==> src/rtl/sedh_ram.sv <==
module sedh_ram #(
    parameter int WIDTH = 8,
    parameter int DEPTH = 16
) (
    input  logic                     clk,
    input  logic                     we,
    input  logic [$clog2(DEPTH)-1:0] waddr,
    input  logic [WIDTH-1:0]         wdata,
    input  logic [$clog2(DEPTH)-1:0] raddr,
    output logic [WIDTH-1:0]         rdata
);

    logic [WIDTH-1:0] mem_reg [DEPTH];
    logic [WIDTH-1:0] rdata_reg;

    always_ff @(posedge clk)
    begin
        if (we)
        begin
            mem_reg[waddr] <= wdata;
        end
        rdata_reg <= mem_reg[raddr];
    end

    assign rdata = rdata_reg;

endmodule

==> config.mk <==
export PLATFORM = sky130hd
export DESIGN_NAME = sedh_ram
export DESIGN_NICKNAME = d
export VERILOG_FILES = /design/src/rtl/sedh_ram.sv
export SDC_FILE = /design/constraint.sdc
export NUM_CORES = 1
export LEC_CHECK = 0
export ABC_AREA = 1
export BUFFER_PORTS_ARGS = -buffer_cell sky130_fd_sc_hd__buf_4
export CAP_MARGIN = 30
export CORE_MARGIN = 3
export CORE_UTILIZATION = 29
export CTS_CLUSTER_DIAMETER = 150
export DETAILED_ROUTE_END_ITERATION = 8
export GPL_ROUTABILITY_DRIVEN = 0
export PLACE_DENSITY = 0.51
export SETUP_SLACK_MARGIN = 0.3
export SYNTH_ARGS = -nofsm -noshare
export SYNTH_HDL_FRONTEND = slang
export SYNTH_SLANG_ARGS = --single-unit
==> constraint.sdc <==
create_clock -name clk -period 1.3 [get_ports clk]
set_clock_uncertainty 0.05 [all_clocks]
set_input_delay 0.13 -clock clk [delete_from_list [all_inputs] [get_ports clk]]
set_output_delay 0.13 -clock clk [all_outputs]
set_load 0.1 [all_outputs]
==> parameters.txt <==
Parameter                              Value

Outcome
  Outcome ... complete, no violations

Setup path
  Reg2reg end ... rdata[7]
  Endpoint kind of the worst setup timing path ... primary output
  Data required time of the worst path ... 1120 ps
  Largest driver fanout on the critical path ... 1
  Cell chain of the critical path ... buf_12
  Category of the critical setup timing path ... flip-flop to primary output
  FF-to-FF Start ... mem_reg[6][7]
  Type of element launching the critical path ... flip-flop
  CP Data Arrival Time ... 980 ps
  CP max-delay cell ... dfxtp_4
  R2r worst-path depth ... 6
  Critical path's largest stage delay ... 380 ps
  Buffering stage count on the worst path with inverters included ... 1
  Worst R2R Setup Slack ... 320 ps
  Crit-path leading delay family ... flip-flops

Detailed routing
  Detailed-routing iteration count for the pre-antenna-repair pass ... 5
  Wire length after detailed routing ... 14.4 mm
  Count of vias placed by the detailed router ... 3,859
  Initial drt markers ... 412
  DR DRC count ... 0
  Number of vias per cell ... 4.42
  Number of nets still failing antenna checks after routing ... 0
  Wire per inst ... 16.5 µm

Clock network
  Reg clk slew, reported paths ... 60 ps
  Setup repair bufs after CTS ... 0
  CTS tree ... built
  Number of buffers created by CTS ... 17
  Worst-skew pair later-pin latency ... 420 ps
  Buffer cell driving the clock tree root ... clkbuf_16
  CTS sink cnt ... 136
  Count of H-tree levels built during CTS ... 4
  Maximum number of buffers from clock root to sink ... 2

Die
  Initial core utilization ... 0.301
  IO Pins ... 26
  Number of core rows ... 50
  Core footprint ... 19,100 µm²
  Overall die width ... 147 µm
  Area enclosed by the die boundary ... 21,600 µm²
  Die height ... 147 µm

Layout
  Flip-flop count of the largest register after layout ... 128
  Fill cell instance count of the final layout ... 1,841
  Nets ... 618
  Area occupied by registers ... 4020 µm²
  Fraction of final layout cells sized beyond drive strength 1 ... 0.251
  Multi-input gate area ... 1520 µm²
  Area Overhead vs Synth ... 30.3%
  Antenna diode count ... 0
  Finished layout cell area ... 7520 µm²

GRT
  GR Overflow Total ... 0
  Global-route wire length before repair ... 22.4 mm
  Global-route usage over all layers ... 0.139
  Number of antenna violations at the first check in global routing ... 0
  Largest net degree at the start of global routing ... 65
  Number of global-route vias before repair ... 3,891

Timing
  Post-route setup TNS ... 0 ps
  RSZ-0062 raised after global routing ... true
  Final hold violations ... 0
  Transition at the pin with the smallest max-transition slack ... 458 ps
  Worst slew margin relative to its limit ... 0.694
  Clock period minus worst slack ... 1160 ps
  Max Transition Viols Final ... 0
  Setup Viol. Count Final ... 0
  Highest clock rate ... 863 MHz
  Share of the clock period used by the worst path after layout ... 0.892

Power
  Clock share of power ... 0.458
  Switching power total ... 2.60 mW
  Proportion of total power due to net switching ... 0.235
  Part of the total power dissipated in sequential elements ... 0.448
  Post-route total power ... 11.1 mW
  Share of power burned in combinational logic ... 0.094
  Internal power ... 8.47 mW
  Max VDD drop ... 983 µV
  Pwr Density ... 1470 nW/µm²
  Lkg Pwr ... 3.16 nW

Synth
  Post-synth ARST share ... 0
  FF+latch count, synth ... 136
  Share of the yosys chip area belonging to registers ... 0.694
  Library cell with the highest instance count after synthesis ... nand2_1
  Cell taking the most area after synthesis ... edfxtp_1
  Average cell area after synthesis ... 10.5 µm²
  Number of flops mapped to enable cells by yosys ... 128
  Post-Syn Instances ... 551
  Post-synth top area share ... 0.667
  Synth warn ... 0
  Mapped cell area ... 5770 µm²
  Number of unique standard cell types used by synthesis ... 12
  Dominant synthesized flop cell ... edfxtp_1
  Largest cells by area after synthesis ... edfxtp_1 67%, nand2_1 11%, nand3_1 8.4%, inv_1 6.5%, dfxtp_1 2.8%
  Synthesized Nets ... 569
  List of most frequent post-synthesis cells ... 173 x nand2_1, 128 x edfxtp_1, 100 x inv_1, 97 x nand3_1, 17 x nor2_1

Worst hold path
  Hold EP ... mem_reg[14][5]
  Worst hold path startpoint ... wdata[5]
  Depth of the worst hold-timing path ... 1
  Hold/Removal Path Class ... input pin to flip-flop

Placement
  Number of port buffers ... 25
  Instance area after placement ... 6450 µm²
  Detail Placement HPWL ... 8.94 mm

Flow run
  Max_cap viols ... 0
-- worst max-delay path by stage --
| stage | startpoint | endpoint | slack (ps) | cells after the start |
|---|---|---|---|---|
| 4_1_cts | rdata[0] | rdata[0] | 120 | 1 |
| 3_5_place_dp | raddr[0] | rdata[4] | 50 | 8 |
| 6_report | rdata[0] | rdata[0] | 140 | 1 |
| 3_3_place_gp | raddr[0] | rdata[0] | 60 | 7 |
| 5_1_grt | rdata[0] | rdata[0] | 110 | 1 |
| 2_1_floorplan | waddr[2] | mem_reg[10][0] | 170 | 2 |
-- timing repair --
item,CTS,global route
gates resized for setup,50,38
hold buffers,4,0
hold endpoints to repair,22,0
setup endpoints to repair,16,16
pin swaps,8,34
-- routing by layer --
| layer | GRT usage | share of wire | vias to the layer above |
|---|---|---|---|
| met4 | 0.0531 | 0.018 | 0 |
| met2 | 0.209 | 0.45 | 112 |
| met5 | 0 | 0 | - |
| met3 | 0.0312 | 0.048 | 21 |
| met1 | 0.196 | 0.48 | 1856 |
| li1 | - | - | 1870 |
-- cells in the final DEF (no fill, tap or decap) --
| cell type | count |
|---|---|
| nand2_1 | 168 |
| edfxtp_1 | 128 |
| inv_1 | 99 |
| nand3_2 | 50 |
| nand3_1 | 45 |
| buf_4 | 32 |
| buf_12 | 18 |
| clkbuf_16 | 17 |
| nor2_1 | 11 |
| nor2_2 | 6 |
| nand2_2 | 5 |
| clkinvlp_4 | 4 |
| bufinv_16 | 4 |
| dlygate4sd3_1 | 4 |
| dfxtp_4 | 4 |
| dfxtp_2 | 4 |
| inv_2 | 3 |
| clkinv_4 | 3 |
| nand3_4 | 2 |
| nand3b_1 | 2 |
| clkinv_1 | 2 |
| inv_6 | 2 |
-- metrics by stage --
stage / hold WS [ps] / std cells / setup slack (ps) / utilization
after floorplan: 179 / 551 / 169 / -
after global placement: 415 / 837 / 58.2 / 0.337
after detailed placement: 422 / 837 / 49.2 / 0.337
after CTS: 5.38 / 873 / 121 / 0.383
after global routing: 16.5 / 873 / 112 / 0.393
final: 5.91 / 873 / 141 / 0.393
-- area by class of cell --
cell class | instances | area share
Sequential cell | 136 | 0.535
Multi-Input combinational cell | 289 | 0.202
Timing Repair Buffer | 54 | 0.0852
Clock buffer | 17 | 0.0566
Inverter | 102 | 0.0509
Tap cell | 260 | 0.0433
Clock inverter | 15 | 0.0268
-- cells by family after synthesis --
group / synth area share
buf+inv: 0.0952
flops: 0.694
simple gates: 0.210
-- power by group through the flow --
stage	clock (mW)	combinational (mW)	sequential, mW
3_3_place_gp	0	0.879	5.04
5_1_grt	5.31	1.12	4.97
6_report	5.07	1.04	4.96
4_1_cts	5.14	1.00	4.96
2_1_floorplan	0	0.349	5.23
3_5_place_dp	0	0.885	5.04
No activity file was read; power rests on OpenSTA's default activity.
