--- src/rtl/sedh_pkg.sv ---
package sedh_pkg;

    localparam int MAX_WIDTH = 512;
    localparam int ADDR_W    = $clog2(MAX_WIDTH);
    localparam int COL_W     = ADDR_W + 1;
    localparam int ERR_W     = 12;
    localparam int TAG_W     = 4;
    localparam int NCH       = 3;
    localparam int PIX_W     = 8;
    localparam int SUM_W     = ERR_W + 2;
    localparam int PROD_W    = SUM_W + 4;
    localparam int CFG_W     = 10;
    localparam int RES_W     = NCH + 1;
    localparam int FIFO_DEPTH = 3;
    localparam int FIFO_PTR_W = $clog2(FIFO_DEPTH);
    localparam int FIFO_CNT_W = $clog2(FIFO_DEPTH + 1);

    localparam int FS_ALONG  = 7;
    localparam int FS_BELOW  = 5;
    localparam int FS_BEHIND = 3;
    localparam int FS_DIV    = 16;

    typedef logic signed [ERR_W-1:0] err_t;
    typedef logic [TAG_W-1:0]        tag_t;
    typedef logic [ADDR_W-1:0]       addr_t;
    typedef logic [COL_W-1:0]        col_t;
    typedef logic [PIX_W-1:0]        pix_t;

    typedef struct packed {
        tag_t                tag;
        err_t [NCH-1:0]      err;
    } entry_t;

    localparam int ENTRY_W = $bits(entry_t);

    typedef enum logic {
        REG_IMAGE_WIDTH = 1'b0,
        REG_THRESHOLD   = 1'b1
    } reg_idx_t;

    typedef enum logic [1:0] {
        ST_CLEAR,
        ST_RUN,
        ST_DRAIN
    } state_t;

    localparam col_t  WIDTH_RESET  = col_t'(500);
    localparam pix_t  THRESH_RESET = pix_t'(127);
    localparam pix_t  FULL_LEVEL   = pix_t'(255);
    localparam tag_t  TAG_LAST     = '1;
    localparam err_t  ERR_MAX      = err_t'({1'b0, {(ERR_W-1){1'b1}}});
    localparam err_t  ERR_MIN      = err_t'({1'b1, {(ERR_W-1){1'b0}}});

    function automatic err_t sat_err(input logic signed [PROD_W-1:0] x);
        logic signed [PROD_W-1:0] hi;
        logic signed [PROD_W-1:0] lo;
        hi = PROD_W'(ERR_MAX);
        lo = PROD_W'(ERR_MIN);
        if (x > hi)
            return ERR_MAX;
        if (x < lo)
            return ERR_MIN;
        return err_t'(x);
    endfunction

endpackage

--- src/rtl/sedh_chan.sv ---
module sedh_chan (
    input  sedh_pkg::pix_t pixel,
    input  sedh_pkg::err_t stored,
    input  sedh_pkg::err_t along,
    input  sedh_pkg::err_t win_behind,
    input  sedh_pkg::err_t win_below,
    input  sedh_pkg::pix_t threshold,
    input  logic           last,
    output logic           quant_on,
    output sedh_pkg::err_t along_next,
    output sedh_pkg::err_t w_behind,
    output sedh_pkg::err_t w_below,
    output sedh_pkg::err_t w_ahead
);

    import sedh_pkg::*;

    localparam logic signed [SUM_W-1:0]  FULL_V = SUM_W'(FULL_LEVEL);
    localparam logic signed [PROD_W-1:0] K_ALONG  = PROD_W'(FS_ALONG);
    localparam logic signed [PROD_W-1:0] K_BELOW  = PROD_W'(FS_BELOW);
    localparam logic signed [PROD_W-1:0] K_BEHIND = PROD_W'(FS_BEHIND);
    localparam logic signed [PROD_W-1:0] K_DIV    = PROD_W'(FS_DIV);

    logic signed [SUM_W-1:0]  inv;
    logic signed [SUM_W-1:0]  thr;
    logic signed [SUM_W-1:0]  v;
    logic signed [SUM_W-1:0]  e;
    logic signed [PROD_W-1:0] e_x;
    logic signed [PROD_W-1:0] q_along;
    logic signed [PROD_W-1:0] q_below;
    logic signed [PROD_W-1:0] q_behind;
    logic signed [PROD_W-1:0] q_ahead;

    // invert to ink level and add incoming error
    assign inv = $signed(SUM_W'(FULL_LEVEL - pixel));
    assign thr = $signed(SUM_W'(threshold));
    assign v   = inv + SUM_W'(stored) + SUM_W'(along);

    assign quant_on = (v >= thr);
    assign e        = quant_on ? (v - FULL_V) : v;
    assign e_x      = PROD_W'(e);

    // truncate each portion toward zero
    assign q_along  = (e_x * K_ALONG) / K_DIV;
    assign q_below  = (e_x * K_BELOW) / K_DIV;
    assign q_behind = (e_x * K_BEHIND) / K_DIV;
    assign q_ahead  = e_x / K_DIV;

    assign along_next = last ? '0 : sat_err(q_along);
    assign w_behind   = sat_err(PROD_W'(win_behind) + q_behind);
    assign w_below    = sat_err(PROD_W'(win_below) + q_below);
    assign w_ahead    = sat_err(q_ahead);

endmodule

--- config.mk ---
export PLATFORM = sky130hd
export DESIGN_NAME = sedh_chan
export DESIGN_NICKNAME = d
export VERILOG_FILES = /design/src/rtl/sedh_pkg.sv /design/src/rtl/sedh_chan.sv
export SDC_FILE = /design/constraint.sdc
export NUM_CORES = 1
export LEC_CHECK = 0
export ABC_AREA = 0
export ABC_CLOCK_PERIOD_IN_PS = 21800
export BUFFER_PORTS_ARGS = -buffer_cell sky130_fd_sc_hd__buf_2
export CORE_MARGIN = 2
export CORE_UTILIZATION = 40
export DETAILED_ROUTE_END_ITERATION = 16
export PLACE_DENSITY = 0.62
export SLEW_MARGIN = 20
export SYNTH_ARGS = -nofsm -noshare
export SYNTH_HDL_FRONTEND = slang
export SYNTH_SLANG_ARGS = --single-unit
--- constraint.sdc ---
create_clock -name vclk -period 21.8
set_input_delay 6.54 -clock vclk [all_inputs]
set_output_delay 6.54 -clock vclk [all_outputs]
set_load 0.03 [all_outputs]
==> results.md, run 1 <==
* Status: finished, violations left
* Violated checks: negative setup slack
* DR vias at between 6,000 and 7,000
* Rows at 44
* Most Frequent Cell on Critical Path: o21ai_2
* I/O Buffers at between 100 and 150
* Drt first-iter violations at 212
* HP Class: input port to output port
* Startpoint Class: input port
* Worst Hold Launch: last
* Number of remaining DRC errors at 0
* Starting Density at 0.408
* Mapped Area at 0.00591 mm^2
* Final min period at about 22 ns
* WL final at 18,500 um
* Hpwl dp at 13,100 um
* Final nets at 1,323
* Post-route cell area at 0.00940 mm^2
* Core area at 0.0145 mm^2
* Pre-CTS setup slack at -0.704 ns
* Final setup violation count at 17
* Dominant cells by area after synthesis: ha_1, fa_1, xnor2_1
* Distinct cell type count after synthesis at 74
* Required @ worst endpoint at 15.26 ns
* I/O Pins at between 100 and 150
* Tcrit/Tclk final at 1.01
* Die W at roughly 130 um
* FF+latch area at 0 um^2
* Hold Crit Depth at 3
* Hold Path Sink: along_next[11]
* Routed WL per cell at 14.2 um
* Max_cap viols at 0
* Dpl cell area at 0.00775 mm^2
* Crit path kind: input port to output port
* # clk buffers at 0
* Synthesis-to-layout area growth at 58.9%
* Pin count of the biggest net entering global routing at 14
* Seq/Total Area, Yosys at 0
* Synth top area share at 0.239
* Post-synth net total at 999
* Drt first pass iters at 4
* Critical path's top delay family: compound AO/OA/AOI/OAI gates
* CTS Hold Buffers Added at 0
* Final-layout fill cell count at 1,191
* WP buf/inv at 7
* Max-Slew Margin vs Limit at 0.472
* Global-route wire length before repair at around 29,000 um
* Syn Area/Cell at 7.44 um^2
* Flip-flop and latch count at 0
* Syn Inst Count at 795
* Vias in the first global route at between 6,000 and 7,000
* Via density at around 5.2
* Setup TNS at -2.26 ns
* Die area at ~0.016 mm^2
* Layout cells sized above 1 at 0.446
* # diodes at 0
* Max Clock Freq at 45.3 MHz
* Total congestion overflow at 0
* Final hold violations at 0
* Crit path depth at 51
* Post-layout util at 0.649
* GRT Util Overall at 0.208
* Synth area leader: ha_1
* GPL Wtd Cong at 0.821
* Initial antenna violation count at 0
* Yosys synthesis warning count at 0
* Crit end category: output port
* Pins Over Slew Limit at 0
* RSZ-0062 raised after global routing: true
* Critical-path maximum fanout at 6
* Worst path max stage delay at ~0.48 ns
* Worst setup margin at -0.253 ns
* Crit path DAT at 15.51 ns
* Worst-margin pin slew at 0.786 ns
* Die H at 126 um
* Antenna-violating nets left at 0
* Slowest-stage cell, CP: fa_1
synth_stat cells (11+ instances only):
library cell and count:
fa_1 26, nand2_1 38, a21o_1 29, nand2b_1 11, nor2b_1 17, a21oi_1 51
a21boi_0 14, nand3_1 13, xor2_1 26, o21ai_0 45, ha_1 113, nor3_1 21
nor2_1 60, o21a_1 15, inv_1 104, xnor2_1 56
worst max-delay path by stage:
stage	startpoint	endpoint	slack [ns]
CTS	along[1]	w_below[0]	-0.39
detailed placement	pixel[1]	w_below[1]	-0.70
floorplan	pixel[1]	w_below[1]	-0.001
finish	pixel[1]	w_below[0]	-0.25
global route	pixel[1]	w_below[0]	-0.73
global placement	pixel[1]	w_behind[4]	-0.49
worst min-delay path: stages:
cell and delay (ns):
buf_2 0.10, a311oi_1 0.04, buf_2 0.17
layout make-up:
class / instances / area [um^2] / area share
multi-input combinational: 676 / 6290 / 0.669
timing repair buffer: 334 / 2470 / 0.263
inverter: 107 / 402 / 0.0427
tap: 184 / 230 / 0.0245
per-stage QoR:
step | hold WS [ns] | std cells
4_1_cts | 13.39 | 1276
3_5_place_dp | 13.39 | 1191
5_1_grt | 13.41 | 1301
6_report | 13.39 | 1301
2_1_floorplan | 13.19 | 795
3_3_place_gp | 13.40 | 1191
routing by layer:
layer / vias up / GRT usage / part of all wire
met2: 175 / 0.405 / 0.52
met5: - / 0 / 0
li1: 3431 / - / -
met4: 0 / 0.0386 / 0.027
met1: 3152 / 0.252 / 0.42
met3: 40 / 0.0103 / 0.037
layout by cell type (no fill, tap or decap), types with 9 or more instances in the layout:
| cell | Yosys | final |
|---|---|---|
| buf_4 | 1 | 215 |
| ha_1 | 113 | 102 |
| inv_1 | 104 | 98 |
| buf_2 | 3 | 78 |
| nor2_1 | 60 | 59 |
| xnor2_1 | 56 | 49 |
| buf_6 | 0 | 40 |
| a21oi_1 | 51 | 38 |
| nand2_1 | 38 | 34 |
| o21ai_2 | 2 | 26 |
| xor2_1 | 26 | 22 |
| a21o_1 | 29 | 20 |
| o21ai_0 | 45 | 19 |
| nor3_1 | 21 | 18 |
| fa_1 | 26 | 18 |
| nor2b_1 | 17 | 13 |
| nand3_1 | 13 | 12 |
| o21a_1 | 15 | 12 |
| nand2b_1 | 11 | 10 |
| a21oi_2 | 0 | 9 |
| a21boi_2 | 0 | 9 |
| inv_2 | 3 | 9 |
| a21o_4 | 0 | 9 |
logic make-up after synthesis:
kind of cell / count (synthesis) / synth area share
mux: 11 / 0.0212
xor+xnor: 86 / 0.132
fa+ha+maj: 141 / 0.330
simple gates: 213 / 0.187
buf+inv: 120 / 0.0774
compound gates: 224 / 0.251
timing repair:
| action | CTS | global route |
|---|---|---|
| pin swaps | 69 | 88 |
| setup buffers | 84 | 31 |
| gates cloned | 1 | 1 |
| resized for setup | 98 | 123 |
| endpoints found under the setup margin | 24 | 35 |
Power of run 1 is left out: the tool's default activity adds up to more than one toggle a clock period on the data nets, which glitch-free logic cannot reach.
==> run 2, diff against run 1 <==
--- a/config.mk
+++ b/config.mk
@@ -8,7 +8,6 @@
 export ABC_AREA = 0
 export ABC_CLOCK_PERIOD_IN_PS = 21800
 export BUFFER_PORTS_ARGS = -buffer_cell sky130_fd_sc_hd__buf_2
-export CORE_MARGIN = 2
 export CORE_UTILIZATION = 40
 export DETAILED_ROUTE_END_ITERATION = 16
 export PLACE_DENSITY = 0.62
==> results.md, run 2 (synthesized netlist as in run 1, its figures left out) <==
* Number of remaining DRC errors at 0 (unchanged)
* Pin count of the biggest net entering global routing at 14 (unchanged)
* Final setup violation count at 1 (was 17)
* GPL Wtd Cong at 0.841 (was 0.821)
* Violated checks: negative setup slack (unchanged)
* Final nets at 1,292 (was 1,323)
* I/O Pins at 114 (unchanged)
* Hpwl dp at 13,100 um (about the same)
* Final min period at 21.80 ns (was 22.05 ns)
* Drt first pass iters at 4 (unchanged)
* Pre-CTS setup slack at -0.807 ns (was -0.704 ns)
* Tcrit/Tclk final at 1.00 (was 1.01)
* Worst setup margin at -0.00497 ns (was -0.253 ns)
* Pins Over Slew Limit at 0 (unchanged)
* Final hold violations at 0 (unchanged)
* GRT Util Overall at 0.212 (was 0.208)
* Die area at 0.0153 mm^2 (was 0.0158 mm^2)
* Flip-flop and latch count at 0 (unchanged)
* RSZ-0062 raised after global routing: true (unchanged)
* Max_cap viols at 0 (unchanged)
* Most frequent cells in the layout: buf_4, inv_1, ha_1, buf_2, nor2_1 (was buf_4, ha_1, inv_1, buf_2, nor2_1)
* Rows at 44 (unchanged)
* Via density at 5.19 (was 5.23)
* DR vias at 6,594 (was 6,798)
* Total congestion overflow at 0 (unchanged)
* Crit end category: output port (unchanged)
* WL final at 17,300 um (was 18,500 um)
* Critical-path maximum fanout at 6 (unchanged)
* Routed WL per cell at 13.7 um (was 14.2 um)
* Global-route wire length before repair at 26,700 um (was 28,700 um)
* Die W at 124 um (was 126 um)
* Worst-margin pin slew at 0.925 ns (was 0.786 ns)
* Vias in the first global route at 6,055 (was 6,669)
* Die H at 124 um (was 126 um)
* # diodes at 0 (unchanged)
* Status: finished, violations left (unchanged)
* FF+latch area at 0 um^2 (unchanged)
* Synthesis-to-layout area growth at 56.7% (was 58.9%)
* Antenna-violating nets left at 0 (unchanged)
* Core area at 0.0145 mm^2 (unchanged)
* Leading cell type in the layout, fill and taps excluded: buf_4 (unchanged)
* Initial antenna violation count at 0 (unchanged)
* I/O Buffers at 114 (unchanged)
* Most Frequent Cell on Critical Path: o21ai_2 (unchanged)
* CTS Hold Buffers Added at 0 (unchanged)
* Crit path kind: input port to output port (unchanged)
* Crit path DAT at 15.26 ns (was 15.51 ns)
* Drt first-iter violations at 164 (was 212)
* Startpoint Class: input port (unchanged)
* Starting Density at 0.408 (unchanged)
* HP Class: input port to output port (unchanged)
* # clk buffers at 0 (unchanged)
* Max-Slew Margin vs Limit at 0.378 (was 0.472)
* Slowest-stage cell, CP: fa_1 (unchanged)
* Worst path max stage delay at 0.47 ns (was 0.48 ns)
* Required @ worst endpoint at 15.26 ns (about the same)
* Max Clock Freq at 45.9 MHz (was 45.3 MHz)
* Layout cells sized above 1 at 0.442 (was 0.446)
## run 2: cell types whose count changed in the layout (fill, tap and decap cells not counted), sizes merged
cell	before	now
buf	334	303
## run 2: metrics by stage
step,setup TNS [ns],util,std cells,hold slack (ns),area (um^2)
final,-0.00497,0.640,1270,13.40,9270
after global placement,-9.61,0.537,1195,13.40,7770
after CTS,-4.37,0.591,1251,13.40,8560
after detailed placement,-15.35,0.537,1195,13.40,7770
after floorplan,-0.00123,-,795,13.19,6170
after global routing,-8.57,0.640,1270,13.42,9270
## run 2: worst paths after layout
check                    start  cells after the start        endpoint
worst min-delay path      last                      3  along_next[11]
worst max-delay path  pixel[1]                     51      w_below[0]
## run 2: critical path, delay by kind of cell
kind | cells | cell delay (ns)
XOR/XNOR | 3 | 0.48
multiplexers | 1 | 0.26
AND/OR/NAND/NOR | 5 | 0.62
AO/OA/AOI/OAI | 25 | 3.83
adder cells (fa/ha/maj) | 10 | 3.00
buffers and inverters | 7 | 0.53
## run 2: area by class of cell
class / count / area (um^2)
Fill cell: 1227 / 5210
Inverter: 107 / 402
Multi-Input combinational cell: 676 / 6420
Tap cell: 184 / 230
Timing Repair Buffer: 303 / 2210
## run 2: routing by layer
metal / GRT usage / wire length, um
met5: 0 / 0
met4: 0.0203 / 253
met3: 0.00366 / 316
met2: 0.422 / 9360
met1: 0.258 / 7420
## run 2: timing repair
| action | 4_1_cts | 5_1_grt |
|---|---|---|
| pin swaps | 51 | 84 |
| cloned | 1 | 1 |
| resized for setup | 100 | 126 |
| setup buffers | 55 | 23 |
| endpoints found under the setup margin | 24 | 35 |
Power of run 2 is left out for the same reason.
